## src/hdl/assert_macros.svh

```systemverilog
// assertion macros shared by the weighted choice table rtl
`ifndef ASSERT_MACROS_SVH
`define ASSERT_MACROS_SVH

`ifndef SYNTHESIS

// same-cycle implication, checked on every rising edge outside reset
`define WCT_ASSERT_IMPL(label, clk, rst, ante, cons) \
  label: assert property (@(posedge clk) disable iff (rst) (ante) |-> (cons)) \
    else $error("assertion failed");

// next-cycle implication
`define WCT_ASSERT_NEXT(label, clk, rst, ante, cons) \
  label: assert property (@(posedge clk) disable iff (rst) (ante) |=> (cons)) \
    else $error("assertion failed");

`else

`define WCT_ASSERT_IMPL(label, clk, rst, ante, cons)
`define WCT_ASSERT_NEXT(label, clk, rst, ante, cons)

`endif

`endif

```

## src/hdl/wct_pkg.sv

```systemverilog
// shared types and constants of the weighted choice table
package wct_pkg;

  localparam int KEY_BITS       = 6;
  localparam int KEY_RANGE      = 64;
  localparam int IN_WEIGHT_BITS = 16;
  localparam int TOTAL_BITS     = 22;

  // slave-side tdata layout
  localparam int IN_KEY_LSB     = 0;
  localparam int IN_WEIGHT_LSB  = IN_KEY_LSB + KEY_BITS;
  localparam int IN_DRAW_LSB    = IN_WEIGHT_LSB + IN_WEIGHT_BITS;
  localparam int IN_USED_BITS   = IN_DRAW_LSB + TOTAL_BITS;
  localparam int IN_TDATA_BITS  = ((IN_USED_BITS + 7) / 8) * 8;

  // master-side tdata layout
  localparam int OUT_USED_BITS  = 1 + KEY_BITS + TOTAL_BITS;
  localparam int OUT_TDATA_BITS = ((OUT_USED_BITS + 7) / 8) * 8;
  localparam int OUT_PAD_BITS   = OUT_TDATA_BITS - OUT_USED_BITS;

  localparam logic KIND_SET  = 1'b0;
  localparam logic KIND_PICK = 1'b1;

  typedef enum logic {
    ALU_ADD,
    ALU_SUB
  } alu_op_t;

  typedef struct packed {
    alu_op_t                op;
    logic [TOTAL_BITS-1:0]  a;
    logic [TOTAL_BITS-1:0]  b;
    logic [TOTAL_BITS-1:0]  limit;
  } alu_req_t;

  typedef struct packed {
    logic [TOTAL_BITS-1:0]  result;
    logic                   reached;
  } alu_rsp_t;

endpackage

```

## src/hdl/weighted_choice_table.sv

```systemverilog
// weighted choice table top level: sequencer, total register and scan
//
//  channel  | dir | fields
//  ---------+-----+-----------------------------------------------------------
//  s_axis   | in  | tuser: kind; tdata: key_id, new_weight, draw
//  m_axis   | out | tdata: picked, chosen_key, total_after
//
// after reset the weight memory is cleared, one entry a cycle, with s_axis_tready
// low. a set beat reads the memory, subtracts the old weight, then adds the new
// weight and writes it back before its result is ready. a pick beat scans at most
// min(NUM_KEYS, 64) keys after a first memory read, its length set by
// the single adder accumulating one memory word per cycle. a pick that cannot
// hit (empty table, zero draw, draw above total) and a set to a key out of range
// skip to the done state. the result waits in the output register while the next
// beat is accepted; a stalled output holds the sequencer before its next result.
module weighted_choice_table #(
  parameter int NUM_KEYS    = 64,
  parameter int WEIGHT_BITS = 16
) (
  input  logic                               clk,
  input  logic                               rst,
  input  logic                               s_axis_tvalid,
  output logic                               s_axis_tready,
  // key_id [5:0], new_weight [21:6], draw [43:22], zero fill above
  input  logic [wct_pkg::IN_TDATA_BITS-1:0]  s_axis_tdata,
  // kind: 0 set a weight, 1 pick
  input  logic                               s_axis_tuser,
  output logic                               m_axis_tvalid,
  input  logic                               m_axis_tready,
  // picked [0], chosen_key [6:1], total_after [28:7], zero fill above
  output logic [wct_pkg::OUT_TDATA_BITS-1:0] m_axis_tdata
);

`include "assert_macros.svh"

  localparam int KW = $clog2(NUM_KEYS);
  // stored weight width: input weight truncated to WEIGHT_BITS
  localparam int EW = (WEIGHT_BITS < wct_pkg::IN_WEIGHT_BITS) ?
                      WEIGHT_BITS : wct_pkg::IN_WEIGHT_BITS;
  // only keys reachable by key_id can ever be non-zero
  localparam int SCAN_KEYS = (NUM_KEYS < wct_pkg::KEY_RANGE) ?
                             NUM_KEYS : wct_pkg::KEY_RANGE;
  localparam int TB = wct_pkg::TOTAL_BITS;
  localparam logic [KW-1:0] LAST_KEY  = KW'(SCAN_KEYS - 1);
  localparam logic [KW-1:0] LAST_ADDR = KW'(NUM_KEYS - 1);

  typedef enum logic [2:0] {
    ST_CLEAR,
    ST_IDLE,
    ST_SET_RD,
    ST_SET_SUB,
    ST_SET_ADD,
    ST_PICK_RD,
    ST_PICK_SCAN,
    ST_DONE
  } state_t;

  state_t state;

  // input beat fields
  logic [wct_pkg::KEY_BITS-1:0]       in_key;
  logic [wct_pkg::IN_WEIGHT_BITS-1:0] in_weight;
  logic [TB-1:0]                      in_draw;

  assign in_key    = s_axis_tdata[wct_pkg::IN_KEY_LSB +: wct_pkg::KEY_BITS];
  assign in_weight = s_axis_tdata[wct_pkg::IN_WEIGHT_LSB +: wct_pkg::IN_WEIGHT_BITS];
  assign in_draw   = s_axis_tdata[wct_pkg::IN_DRAW_LSB +: TB];

  // working registers
  logic [KW-1:0] clr_cnt;
  logic [KW-1:0] raddr;
  logic [KW-1:0] key_idx;
  logic [KW-1:0] key_r;
  logic [EW-1:0] wgt_r;
  logic [TB-1:0] draw_r;
  logic [TB-1:0] sum;
  logic [TB-1:0] acc;
  logic [TB-1:0] total;
  logic          pend_picked;
  logic [KW-1:0] pend_key;

  // output register
  logic                         out_picked;
  logic [wct_pkg::KEY_BITS-1:0] out_key;
  logic [TB-1:0]                out_total;

  // weight memory
  logic          mem_we;
  logic [KW-1:0] mem_waddr;
  logic [EW-1:0] mem_wdata;
  logic [EW-1:0] rdata;
  logic [TB-1:0] rdata_ext;
  logic [TB-1:0] wgt_ext;

  assign mem_we    = (state == ST_CLEAR) || (state == ST_SET_ADD);
  assign mem_waddr = (state == ST_CLEAR) ? clr_cnt : key_r;
  assign mem_wdata = (state == ST_CLEAR) ? '0 : wgt_r;

  wct_wmem #(
    .DEPTH (NUM_KEYS),
    .WIDTH (EW)
  ) u_wmem (
    .clk   (clk),
    .we    (mem_we),
    .waddr (mem_waddr),
    .wdata (mem_wdata),
    .raddr (raddr),
    .rdata (rdata)
  );

  assign rdata_ext = {{(TB-EW){1'b0}}, rdata};
  assign wgt_ext   = {{(TB-EW){1'b0}}, wgt_r};

  // shared arithmetic: total - old, partial + new, running sum + weight
  wct_pkg::alu_req_t alu_req;
  wct_pkg::alu_rsp_t alu_rsp;

  always_comb begin
    alu_req.limit = draw_r;
    case (state)
      ST_SET_SUB: begin
        alu_req.op = wct_pkg::ALU_SUB;
        alu_req.a  = total;
        alu_req.b  = rdata_ext;
      end
      ST_SET_ADD: begin
        alu_req.op = wct_pkg::ALU_ADD;
        alu_req.a  = acc;
        alu_req.b  = wgt_ext;
      end
      default: begin
        alu_req.op = wct_pkg::ALU_ADD;
        alu_req.a  = sum;
        alu_req.b  = rdata_ext;
      end
    endcase
  end

  wct_alu u_alu (
    .req (alu_req),
    .rsp (alu_rsp)
  );

  // first non-empty key whose running sum reaches the draw
  logic scan_hit;
  assign scan_hit = (rdata != '0) && alu_rsp.reached;

  assign s_axis_tready = (state == ST_IDLE);
  assign m_axis_tdata  = {{wct_pkg::OUT_PAD_BITS{1'b0}}, out_total, out_key, out_picked};

  always_ff @(posedge clk) begin
    if (rst) begin
      state         <= ST_CLEAR;
      clr_cnt       <= '0;
      total         <= '0;
      m_axis_tvalid <= 1'b0;
    end else begin
      // the done state reloads the output register itself
      if (m_axis_tvalid && m_axis_tready && (state != ST_DONE)) begin
        m_axis_tvalid <= 1'b0;
      end
      case (state)
        ST_CLEAR: begin
          clr_cnt <= clr_cnt + 1'b1;
          if (clr_cnt == LAST_ADDR) begin
            state <= ST_IDLE;
          end
        end
        ST_IDLE: begin
          if (s_axis_tvalid) begin
            key_r       <= KW'(in_key);
            wgt_r       <= in_weight[EW-1:0];
            draw_r      <= in_draw;
            sum         <= '0;
            key_idx     <= '0;
            pend_picked <= 1'b0;
            pend_key    <= '0;
            if (s_axis_tuser == wct_pkg::KIND_SET) begin
              if (int'(in_key) < SCAN_KEYS) begin
                raddr <= KW'(in_key);
                state <= ST_SET_RD;
              end else begin
                state <= ST_DONE;
              end
            end else begin
              if ((total != '0) && (in_draw != '0) && (in_draw <= total)) begin
                raddr <= '0;
                state <= ST_PICK_RD;
              end else begin
                state <= ST_DONE;
              end
            end
          end
        end
        ST_SET_RD: begin
          state <= ST_SET_SUB;
        end
        ST_SET_SUB: begin
          acc   <= alu_rsp.result;
          state <= ST_SET_ADD;
        end
        ST_SET_ADD: begin
          total <= alu_rsp.result;
          state <= ST_DONE;
        end
        ST_PICK_RD: begin
          raddr <= raddr + 1'b1;
          state <= ST_PICK_SCAN;
        end
        ST_PICK_SCAN: begin
          raddr   <= raddr + 1'b1;
          sum     <= alu_rsp.result;
          key_idx <= key_idx + 1'b1;
          if (scan_hit) begin
            pend_picked <= 1'b1;
            pend_key    <= key_idx;
            state       <= ST_DONE;
          end else if (key_idx == LAST_KEY) begin
            state <= ST_DONE;
          end
        end
        ST_DONE: begin
          if (!m_axis_tvalid || m_axis_tready) begin
            m_axis_tvalid <= 1'b1;
            out_picked    <= pend_picked;
            out_key       <= wct_pkg::KEY_BITS'(pend_key);
            out_total     <= total;
            state         <= ST_IDLE;
          end
        end
        default: begin
          state <= ST_IDLE;
        end
      endcase
    end
  end

  // the running sum stays below the draw until the scan stops
  `WCT_ASSERT_IMPL(a_sum_below_draw, clk, rst, state == ST_PICK_SCAN, sum < draw_r)

  // a draw within the total always hits by the last reachable key
  `WCT_ASSERT_IMPL(a_scan_hits, clk, rst,
                   (state == ST_PICK_SCAN) && (key_idx == LAST_KEY), scan_hit)

  // a finished result waits while the output register is still held
  `WCT_ASSERT_NEXT(a_done_holds, clk, rst,
                   (state == ST_DONE) && m_axis_tvalid && !m_axis_tready,
                   state == ST_DONE)

endmodule

```

## src/hdl/wct_alu.sv

```systemverilog
// shared add/subtract unit with a limit compare on the result
module wct_alu (
  input  wct_pkg::alu_req_t req,
  output wct_pkg::alu_rsp_t rsp
);

  logic [wct_pkg::TOTAL_BITS-1:0] result;

  always_comb begin
    case (req.op)
      wct_pkg::ALU_ADD: result = req.a + req.b;
      wct_pkg::ALU_SUB: result = req.a - req.b;
      default:          result = req.a;
    endcase
  end

  assign rsp.result  = result;
  assign rsp.reached = (req.limit <= result);

endmodule

```

## src/hdl/wct_wmem.sv

```systemverilog
// weight memory, one write port and one registered read port
module wct_wmem #(
  parameter int DEPTH = 64,
  parameter int WIDTH = 16
) (
  input  logic                     clk,
  input  logic                     we,
  input  logic [$clog2(DEPTH)-1:0] waddr,
  input  logic [WIDTH-1:0]         wdata,
  input  logic [$clog2(DEPTH)-1:0] raddr,
  output logic [WIDTH-1:0]         rdata
);

  logic [WIDTH-1:0] mem [DEPTH];

  always_ff @(posedge clk) begin
    if (we) begin
      mem[waddr] <= wdata;
    end
    rdata <= mem[raddr];
  end

endmodule

```

## config.mk

```make
export PLATFORM = sky130hd
export DESIGN_NAME = weighted_choice_table
export DESIGN_NICKNAME = d
export VERILOG_FILES = /design/src/hdl/wct_pkg.sv /design/src/hdl/weighted_choice_table.sv /design/src/hdl/wct_alu.sv /design/src/hdl/wct_wmem.sv
export VERILOG_INCLUDE_DIRS = /design/src /design/src/hdl
export SDC_FILE = /design/constraint.sdc
export NUM_CORES = 1
export LEC_CHECK = 0
export ABC_AREA = 0
export BUFFER_PORTS_ARGS = -buffer_cell sky130_fd_sc_hd__buf_4
export CORE_MARGIN = 2
export CORE_UTILIZATION = 30
export CTS_CLUSTER_SIZE = 28
export DETAILED_ROUTE_END_ITERATION = 10
export PLACE_DENSITY_LB_ADDON = 0.1
export RECOVER_POWER = 50
export SYNTH_ARGS = -nofsm -noshare
export SYNTH_HDL_FRONTEND = slang
export SYNTH_SLANG_ARGS = --single-unit
```

## constraint.sdc

```tcl
create_clock -name clk -period 11.3 [get_ports clk]
set_input_delay 0.565 -clock clk [delete_from_list [all_inputs] [get_ports clk]]
set_output_delay 0.565 -clock clk [all_outputs]
set_load 0.02 [all_outputs]
```

==> run metrics, run 1 <==
status=finished, violations left; failing checks=capacitance limit, slew limit; CTS tree=done; Final Wtd Congestion=0.792; top-area cell type share of the netlist area=71.4%; reg2reg path depth=4; #FFs+latches synth=~1200; Hold Crit Start=s_axis_tuser; Cell Pwr Density=164 mW/mm^2; average size of a mapped cell=19.6 um^2; Worst Path Arrival=around 9.9 ns; CP Capture Type=flip-flop; Nets=2853; worst endpoint required time=12.01 ns; largest net degree at the start of global routing=131; clk slew on worst S/H paths=0.06 ns; WHS Path Cells=3; Overflow after GRT=0; CP max-delay cell=clkbuf_1; Detailed Route WL=134 mm; Die Width=407 um; critical-path cell list=clkbuf_1, mux4_2, mux4_2, mux4_2; most used cell, CP=mux4_2; Min-Delay Endpoint=state[2]; worst-path maximum fanout=between 100 and 150; Final Instance Area=0.0570 mm^2; Total Routing Usage GR=16.0%; simple-gate share of the synthesized area=between 4 and 5%; Netlist cell types=60; reg2reg setup slack=2.11 ns; Port Buf Inserts=79; Post-Synth Adder-Cell Area=1.91%; Final Hold Viols=0; number of flops mapped to enable cells by yosys=around 1200; final setup violation count=0; Synth Cell Area=0.0488 mm^2; Post-synth top flop=edfxtp_1; via count=24500; Clock Sinks=approximately 1200; footprint of the multi-input gates=about 0.012 mm^2; wire length per cell=26.7 um; total negative slack=0 ns; Setup crit start kind=flip-flop; sequential fraction of the synthesis area=73.4%; f_max=0.109 GHz; Clock H-tree levels=4; Critical Path Max Stage Delay=6.36 ns; actual slew at the worst max-slew pin=9.24 ns; Post-Synth XOR/XNOR Area=0.859%; Post-Synthesis Cells=between 2000 and 2500; Tmin final=roughly 9.2 ns; worst hold-check path type=primary input to flip-flop; clk root buf=clkbuf_16; Core Box Area=0.161 mm^2; clk_skew=0.0639 ns; Starting Density=30.3%; Post-synth ARST share=0%; first-pass GRT wire length=roughly 190 mm; DR pass1 iterations=7; IR drop worst, VDD=130 uV; vias in the first global route=25800; most frequent cells in the layout=1160 x edfxtp_1, 336 x mux4_2, 140 x clkbuf_16; FF+latch area=0.0358 mm^2; Tot Pwr=roughly 0.0094 W; Detail Route Antenna Nets=0; Vias/cell=4.91; die footprint=0.166 mm^2; final worst slack=2.11 ns; Crit Path Class=flip-flop to flip-flop; Post-DP HPWL=78.3 mm; Residual DRC=0; die height=407 um; clk buf depth=3; share of cells above drive strength 1=between 20% and 30%; Starting DRT DRC Count=1917; leading area contributor after synthesis=edfxtp_1; RSZ-0062 raised after global routing=no; number of setup buffers added after CTS=0; Static Leak=18.2 nW; Setup Slack @ Placement=3.24 ns; relative slew slack=-516%; largest family of logic cells by synthesized area=multiplexers; Num CTS Buffers=138; synth warn=0; Placed Area=0.0525 mm^2; compound-cell area share of the yosys netlist=2.35%; insertion delay to the later sink of the worst-skew pair=0.79 ns; cell row count=around 150; commonest non-fill, non-tap cell in the layout=edfxtp_1; IO Count=between 80 and 90; Reg-to-Reg End=u_wmem.rdata[6]; fin. max-slew vios=1258; post-synthesis mux area share=between 10% and 20%; Max Cap Viol=25; Synth area leaders=edfxtp_1 71%, mux4_2 16%, dfxtp_1 2.0%, ha_1 1.9%, nor2_1 1.3%; Layout fillers=15100; r2r startpoint=raddr[1]; area delta synth->final=16.8%; initial antenna violation count=6; fin crit share=81.3%
-- cell families after synthesis --
kind of cell               Yosys count
other                                1
xor gates and xnor gates            47
DFF                               1208
AOI/OAI and AO/OA                  185
muxes                              354
adders and majority gates           74
buffers and inverters              174
and+or+nand+nor                    448
-- sequential cells by signal, indices dropped and copies added, names as in the netlist --
register and flops:
acc 22, clr_cnt 6, draw_r 22, key_idx 6, key_r 6, m_axis_tvalid 1
out_key 6, out_picked 1, out_total 22, pend_key 6, pend_picked 1, raddr 6
state 3, sum 22, total 22, u_wmem.mem 1024, u_wmem.rdata 16, wgt_r 16
-- critical path: cells and delay by family, from the launching register on --
family / cells / cell delay [ns]
buffers and inverters: 1 / 6.36
DFF: 1 / 0.40
muxes: 3 / 2.07
-- worst max path at each step --
stage                        to  startpoint  slack, ns
2_1_floorplan       pend_key[0]    state[1]       5.36
3_3_place_gp           state[2]    state[0]       3.29
3_5_place_dp           state[1]    state[0]       3.24
4_1_cts                state[1]    state[0]       3.20
5_1_grt        u_wmem.rdata[15]    raddr[1]       1.47
6_report        u_wmem.rdata[6]    raddr[1]       2.11
-- metrics by stage --
| stage | hold slack [ns] | utilization [%] | std cells |
|---|---|---|---|
| finish | 0.229 | 35.4 | 5001 |
| detailed placement | 0.417 | 32.6 | 4706 |
| floorplan | 0.400 | - | 2493 |
| CTS | 0.0168 | 35.6 | 4996 |
| global route | 0.196 | 35.4 | 4996 |
| global placement | 0.431 | 32.6 | 4706 |
-- power breakdown --
group	switching (W)	leakage, nW	internal (W)
sequential	0.00000638	11.1	0.00486
clock	0.00183	2.14	0.00255
combinational	0.0000684	5.03	0.0000391
total	0.00191	18.2	0.00745
-- synth_stat cells, types with 3 or more instances --
cell / number
a211o_1: 3
buf_1: 29
o21ai_0: 41
o311ai_0: 3
nor2b_1: 6
and2_1: 23
ha_1: 73
a31oi_1: 27
nand3_1: 22
nand3b_1: 12
o31ai_1: 7
o2111ai_1: 3
buf_4: 4
or4_1: 7
clkbuf_1: 83
a211oi_1: 7
inv_1: 57
nand2_1: 125
nor3_1: 26
nand4_1: 15
nor2_1: 164
or3_1: 12
a21oi_1: 56
mux2i_1: 18
xor2_1: 23
xnor2_1: 23
nand2b_1: 6
a21o_1: 12
nor3b_1: 4
edfxtp_1: 1160
dfxtp_1: 48
o21a_1: 7
nor4_1: 16
mux4_2: 336
-- metal layers --
layer / track usage, % / share of wire [%]
met1: 21.9 / 45
met2: 26.5 / 49
met3: 2.49 / 3.8
met4: 4.28 / 2.2
met5: 0 / 0.016
-- what timing repair did --
| action | CTS | global route |
|---|---|---|
| hold buffers | 40 | 0 |
| hold endpoints to repair | 40 | 0 |
| gates resized for setup | 0 | 0 |
| endpoints found under the setup margin | 0 | 0 |
-- final cells by class --
| cell class | count | share of cell area [%] |
|---|---|---|
| clock buffers | 174 | 6.37 |
| inverters | 57 | 0.375 |
| repair buffers | 210 | 2.35 |
| flip-flops and latches | 1208 | 62.8 |
| diodes | 5 | 0.0220 |
| well taps | 2160 | 4.74 |
| clock inverters | 76 | 1.45 |
| multi-input cells | 1111 | 21.9 |
Note: power is estimated with default switching activity, not from simulation.
==> inputs of run 2 (changes only) <==
==> constraint.sdc (replaced) <==
create_clock -name clk -period 8.8 [get_ports clk]
set_input_delay 0.44 -clock clk [delete_from_list [all_inputs] [get_ports clk]]
set_output_delay 0.44 -clock clk [all_outputs]
set_load 0.02 [all_outputs]
==> run 2 against run 1 <==
The run still ends with capacitance limit, slew limit left. Final cell count is 0.30% higher. Via count is 0.76% higher. Combinational power is 30% higher. Routed wire length is 0.52% higher. Fmax is 26% higher. Global-route usage is 0.15 points higher. Critical endpoint is now state[1]. Largest cell class unchanged.
==> run metrics, run 2 (synthesis results as in run 1) <==
Final Instance Area=0.0570 mm^2 (about the same); number of setup buffers added after CTS=0 (unchanged); insertion delay to the later sink of the worst-skew pair=0.77 ns (was 0.79 ns); total negative slack=0 ns (unchanged); wire length per cell=26.8 um (was 26.7 um); IO Count=87 (unchanged); Tmin final=7.31 ns (was 9.19 ns); critical-path cell list=or3b_4, or3_1, o32a_1, o21ai_0, o21a_1, nor2_1, xor2_1, ha_1, a21oi_1, o21ai_0, o311ai_0, nand3b_1, a21oi_1, xor2_1, ha_1, nand4_1, nor4_1, o221ai_1, o2111ai_1, a21o_1, nor2_1, nor4b_1 (was clkbuf_1, mux4_2, mux4_2, mux4_2); max FFs per register=1024 (unchanged); worst hold-check path type=primary input to flip-flop (unchanged); final setup violation count=0 (unchanged); Clock Sinks=1208 (unchanged); Reg-to-Reg End=state[1] (was u_wmem.rdata[6]); Critical Path Max Stage Delay=0.68 ns (was 6.36 ns); final worst slack=1.49 ns (was 2.11 ns); Post-DP HPWL=78.7 mm (was 78.3 mm); share of cells above drive strength 1=23.2% (was 22.5%); most frequent cells in the layout=1160 x edfxtp_1, 336 x mux4_2, 145 x clkbuf_16 (was 1160 x edfxtp_1, 336 x mux4_2, 140 x clkbuf_16); Starting Density=30.3% (unchanged); Max Cap Viol=25 (unchanged); Buf+Inv Stages, Crit Path=0 (was 1); Clock H-tree levels=4 (unchanged); via count=24700 (was 24500); CP Capture Type=flip-flop (unchanged); failing checks=capacitance limit, slew limit (unchanged); worst endpoint required time=9.44 ns (was 12.01 ns); Starting DRT DRC Count=2056 (was 1917); initial antenna violation count=10 (was 6); relative slew slack=-199% (was -516%); worst-path maximum fanout=24 (was 130); area delta synth->final=16.9% (was 16.8%); Placed Area=0.0526 mm^2 (was 0.0525 mm^2); Inst Count DP=4712 (was 4706); Finished Layout Cells=5016 (was 5001); Critical Path Stages=22 (was 4); Overflow after GRT=0 (unchanged); Static Leak=18.3 nW (was 18.2 nW); cell row count=147 (unchanged); clk_skew=0.0380 ns (was 0.0639 ns); Core Box Area=0.161 mm^2 (unchanged); largest net degree at the start of global routing=135 (was 131); final core occ=35.4% (about the same); Reg with most FFs=u_wmem.mem (unchanged); actual slew at the worst max-slew pin=4.48 ns (was 9.24 ns); CTS tree=done (unchanged); Die Width=407 um (unchanged); Num CTS Buffers=143 (was 138); DR pass1 iterations=6 (was 7); fin. max-slew vios=1322 (was 1258); vias in the first global route=25900 (was 25800); Port Buf Inserts=79 (unchanged); RSZ-0062 raised after global routing=no (unchanged); # resized after CTS=0 (unchanged); Nets=2868 (was 2853); CP max-delay cell=dfxtp_1 (was clkbuf_1); Total Routing Usage GR=16.2% (was 16.0%); r2r startpoint=state[2] (was raddr[1]); IR drop worst, VDD=148 uV (was 130 uV); Top delay family on crit path=compound AO/OA/AOI/OAI gates (was buffers and inverters); Worst Path Arrival=7.95 ns (was 9.90 ns); Detailed Route WL=134 mm (about the same); clk buf depth=3 (unchanged); reg2reg path depth=22 (was 4); crit path to=state[1] (was u_wmem.rdata[6]); Setup Slack @ Placement=1.40 ns (was 3.24 ns); first-pass GRT wire length=192 mm (was 190 mm); commonest non-fill, non-tap cell in the layout=edfxtp_1 (unchanged); Vias/cell=4.93 (was 4.91); Detail Route Antenna Nets=0 (unchanged); Final Hold Viols=0 (unchanged); Residual DRC=0 (unchanged); Crit Path Class=flip-flop to flip-flop (unchanged); fin crit share=83.1% (was 81.3%); clk slew on worst S/H paths=0.05 ns (was 0.06 ns); Cell Pwr Density=210 mW/mm^2 (was 164 mW/mm^2); crit path launch=state[2] (was raddr[1]); die footprint=0.166 mm^2 (unchanged); Setup crit start kind=flip-flop (unchanged); Final Wtd Congestion=0.803 (was 0.792); clk root buf=clkbuf_16 (unchanged); die height=407 um (unchanged); f_max=0.137 GHz (was 0.109 GHz); status=finished, violations left (unchanged); reg2reg setup slack=1.49 ns (was 2.11 ns)
run 2: worst min path at each step:
stage | start | to | slack, ns | cells past startpoint
floorplan | pend_key[0] | out_key[0] | 0.40 | 0
global placement | pend_key[5] | out_key[5] | 0.43 | 0
detailed placement | pend_key[3] | out_key[3] | 0.41 | 0
CTS | s_axis_tuser | state[2] | 0.05 | 3
global route | s_axis_tuser | state[2] | 0.08 | 3
finish | s_axis_tuser | state[2] | 0.13 | 3
run 2: power by group:
group / total (W) / internal (W) / switching (W)
sequential: 0.00625 / 0.00625 / 0.00000814
clock: 0.00558 / 0.00325 / 0.00233
combinational: 0.000140 / 0.0000513 / 0.0000888
total: 0.0120 / 0.00954 / 0.00243
run 2: timing repair:
item | 4_1_cts | 5_1_grt
endpoints found under the hold margin | 46 | 0
hold buffers | 44 | 0
setup endpoints to repair | 0 | 0
run 2: through the flow:
| step | power [W] | hold slack (ns) |
|---|---|---|
| finish | 0.0120 | 0.132 |
| CTS | 0.0122 | 0.0456 |
| global placement | 0.00650 | 0.430 |
| detailed placement | 0.00651 | 0.409 |
| floorplan | 0.00643 | 0.400 |
| global route | 0.0124 | 0.0817 |
run 2: routing by layer:
layer	vias up	GRT usage (%)	wire, um
li1	10700	-	-
met1	13200	21.9	59000
met2	670	26.9	65900
met3	204	2.62	6340
met4	2	4.41	3140
met5	-	0	7
run 2: worst min-delay path: cells and delay by family:
kind	cells	cell delay [ns]
buffers and inverters	1	0.16
AO/OA/AOI/OAI	2	0.23
run 2: layout make-up:
type,instances,area [um^2]
Clock buffer,185,3820
Timing Repair Buffer,220,1450
Antenna cell,4,10.0
Clock inverter,71,609
Tap cell,2160,2700
Sequential cell,1208,35800
Inverter,57,214
Fill cell,15100,104000
Multi-Input combinational cell,1111,12400
==> inputs of run 3 (changes only) <==
==> constraint.sdc (replaced) <==
create_clock -name clk -period 6.6 [get_ports clk]
set_input_delay 0.33 -clock clk [delete_from_list [all_inputs] [get_ports clk]]
set_output_delay 0.33 -clock clk [all_outputs]
set_load 0.02 [all_outputs]
==> run 3 against run 2 <==
The flow still finishes with violations (capacitance limit, slew limit). Critical path type unchanged. Combinational power is 34% higher. Global-route usage is 0.20 points higher. Critical endpoint is now pend_picked. Register-to-register slack worse by 0.94 ns. Largest cell class unchanged. Fmax is 21% higher. Clock power is 34% higher. Routed wire length is 1.2% higher. Total power is 34% higher.
==> run metrics, run 3 (synthesis results as in run 1) <==
Worst Path Arrival=6.49 ns (was 7.95 ns); Hold Crit Start=rst (was s_axis_tuser); Buf+Inv Stages, Crit Path=0 (unchanged); Crit Path Class=flip-flop to flip-flop (unchanged); Residual DRC=0 (unchanged); Starting Density=30.3% (unchanged); Port Buf Inserts=79 (unchanged); Detailed Route WL=136 mm (was 134 mm); area delta synth->final=17.1% (was 16.9%); Top delay family on crit path=compound AO/OA/AOI/OAI gates (unchanged); f_max=0.165 GHz (was 0.137 GHz); final worst slack=0.543 ns (was 1.49 ns); first-pass GRT wire length=194 mm (was 192 mm); insertion delay to the later sink of the worst-skew pair=0.77 ns (about the same); max FFs per register=1024 (unchanged); IO Count=87 (unchanged); WHS Path Cells=2 (was 3); RSZ-0062 raised after global routing=no (unchanged); most frequent cells in the layout=1160 x edfxtp_1, 336 x mux4_2, 152 x clkbuf_1 (was 1160 x edfxtp_1, 336 x mux4_2, 145 x clkbuf_16); most used cell, CP=a21oi_1; share of cells above drive strength 1=22.9% (was 23.2%); failing checks=capacitance limit, slew limit (unchanged); Max Cap Viol=23 (was 25); Layout fillers=15200 (was 15100); Tot Pwr=0.0160 W (was 0.0120 W); Setup crit start kind=flip-flop (unchanged); met1 usage=22.1% (was 21.9%); Total Routing Usage GR=16.4% (was 16.2%); cell row count=147 (unchanged); met3 usage in global routing=2.92% (was 2.62%); die height=407 um (unchanged); DR pass1 iterations=5 (was 6); Reg-to-Reg End=pend_picked (was state[1]); relative slew slack=-182% (was -199%); worst-path maximum fanout=7 (was 24); Reg with most FFs=u_wmem.mem (unchanged); clk_skew=0.0233 ns (was 0.0380 ns); critical-path cell list=or4_1, or4_4, or4_4, o21ai_2, nor2_1, xor2_1, ha_1, a21oi_1, nand4_1, o21ai_0, a31oi_1, a21o_1, a21oi_1, xnor2_1, ha_1, nand4_1, nor2_1, a221oi_1, nand3_1, a21oi_1, o21a_1 (was or3b_4, or3_1, o32a_1, o21ai_0, o21a_1, nor2_1, xor2_1, ha_1, a21oi_1, o21ai_0, o311ai_0, nand3b_1, a21oi_1, xor2_1, ha_1, nand4_1, nor4_1, o221ai_1, o2111ai_1, a21o_1, nor2_1, nor4b_1); fin. max-slew vios=1052 (was 1322); vias in the first global route=26200 (was 25900); worst endpoint required time=7.04 ns (was 9.44 ns); Clock H-tree levels=4 (unchanged); IR drop worst, VDD=247 uV (was 148 uV); clk slew on worst S/H paths=0.06 ns (was 0.05 ns); via count=24800 (was 24700); r2r startpoint=u_wmem.rdata[3] (was state[2]); Cell Pwr Density=280 mW/mm^2 (was 210 mW/mm^2); clk buf depth=3 (unchanged); FF+latch area=0.0358 mm^2 (unchanged); Clock Sinks=1208 (unchanged); reg2reg setup slack=0.54 ns (was 1.49 ns); footprint of the multi-input gates=0.0125 mm^2 (was 0.0124 mm^2); CTS tree=done (unchanged); initial antenna violation count=8 (was 10); Starting DRT DRC Count=1766 (was 2056); Num CTS Buffers=143 (unchanged); status=finished, violations left (unchanged); Final Wtd Congestion=0.808 (was 0.803); most used routing layer=met2 (unchanged); Post-DP HPWL=80.4 mm (was 78.7 mm); commonest non-fill, non-tap cell in the layout=edfxtp_1 (unchanged); Setup Slack @ Placement=0.394 ns (was 1.40 ns); worst hold-check path type=primary input to flip-flop (unchanged); Die Width=407 um (unchanged); reg2reg path depth=21 (was 22); CP max-delay cell=or4_1 (was dfxtp_1); final setup violation count=0 (unchanged); largest net degree at the start of global routing=129 (was 135); Static Leak=18.3 nW (about the same); Vias/cell=4.93 (about the same); die footprint=0.166 mm^2 (unchanged); fin crit share=91.8% (was 83.1%); met2 GRT Util=27.0% (was 26.9%); Final Hold Viols=0 (unchanged); total negative slack=0 ns (unchanged); Core Box Area=0.161 mm^2 (unchanged); Tmin final=6.06 ns (was 7.31 ns); wire length per cell=27.0 um (was 26.8 um); Min-Delay Endpoint=m_axis_tvalid (was state[2]); CP Capture Type=flip-flop (unchanged); clk root buf=clkbuf_16 (unchanged); Nets=2883 (was 2868); actual slew at the worst max-slew pin=4.24 ns (was 4.48 ns); Overflow after GRT=0 (unchanged); Detail Route Antenna Nets=0 (unchanged); Critical Path Max Stage Delay=0.56 ns (was 0.68 ns)
run 3: what timing repair did:
action                                  4_1_cts  5_1_grt
endpoints found under the setup margin        0       10
hold buffers                                 46        0
gates resized for setup                       0        4
hold endpoints to repair                     53        0
setup buffers                                 0        0
run 3: area by class of cell:
| class | count | share of cell area (%) |
|---|---|---|
| diodes | 2 | 0.00876 |
| clock buffers | 193 | 6.68 |
| clock inverters | 67 | 1.04 |
| inverters | 57 | 0.374 |
| multi-input cells | 1111 | 21.8 |
| flip-flops and latches | 1208 | 62.6 |
| well taps | 2160 | 4.73 |
| repair buffers | 235 | 2.72 |
run 3: layer usage:
metal / wire length, um / up-vias
met3: 5720 / 178
li1: - / 10700
met2: 66700 / 605
met1: 60400 / 13300
met5: 27 / -
met4: 3160 / 4
run 3: how the worst max path moves through the flow:
stage | depth (start not counted) | start | end
2_1_floorplan | 30 | state[1] | pend_key[0]
3_3_place_gp | 23 | state[2] | pend_key[0]
3_5_place_dp | 23 | state[0] | pend_key[2]
4_1_cts | 23 | state[0] | pend_picked
5_1_grt | 23 | u_wmem.rdata[3] | state[1]
6_report | 21 | u_wmem.rdata[3] | pend_picked
run 3: where the power goes:
part	switching [W]	leakage [nW]	internal (W)
combinational	0.000120	5.15	0.0000677
sequential	0.0000108	11.1	0.00833
clock	0.00313	2.12	0.00435
total	0.00327	18.3	0.0127
run 3: through the flow:
stage	utilization [%]	instance area, um^2	hold WS (ns)	cells
floorplan	-	48800	0.400	2493
detailed placement	32.7	52700	0.427	4725
global placement	32.7	52700	0.438	4725
global route	35.5	57100	0.0476	5031
finish	35.5	57100	0.0679	5033
CTS	35.7	57500	0.00823	5031
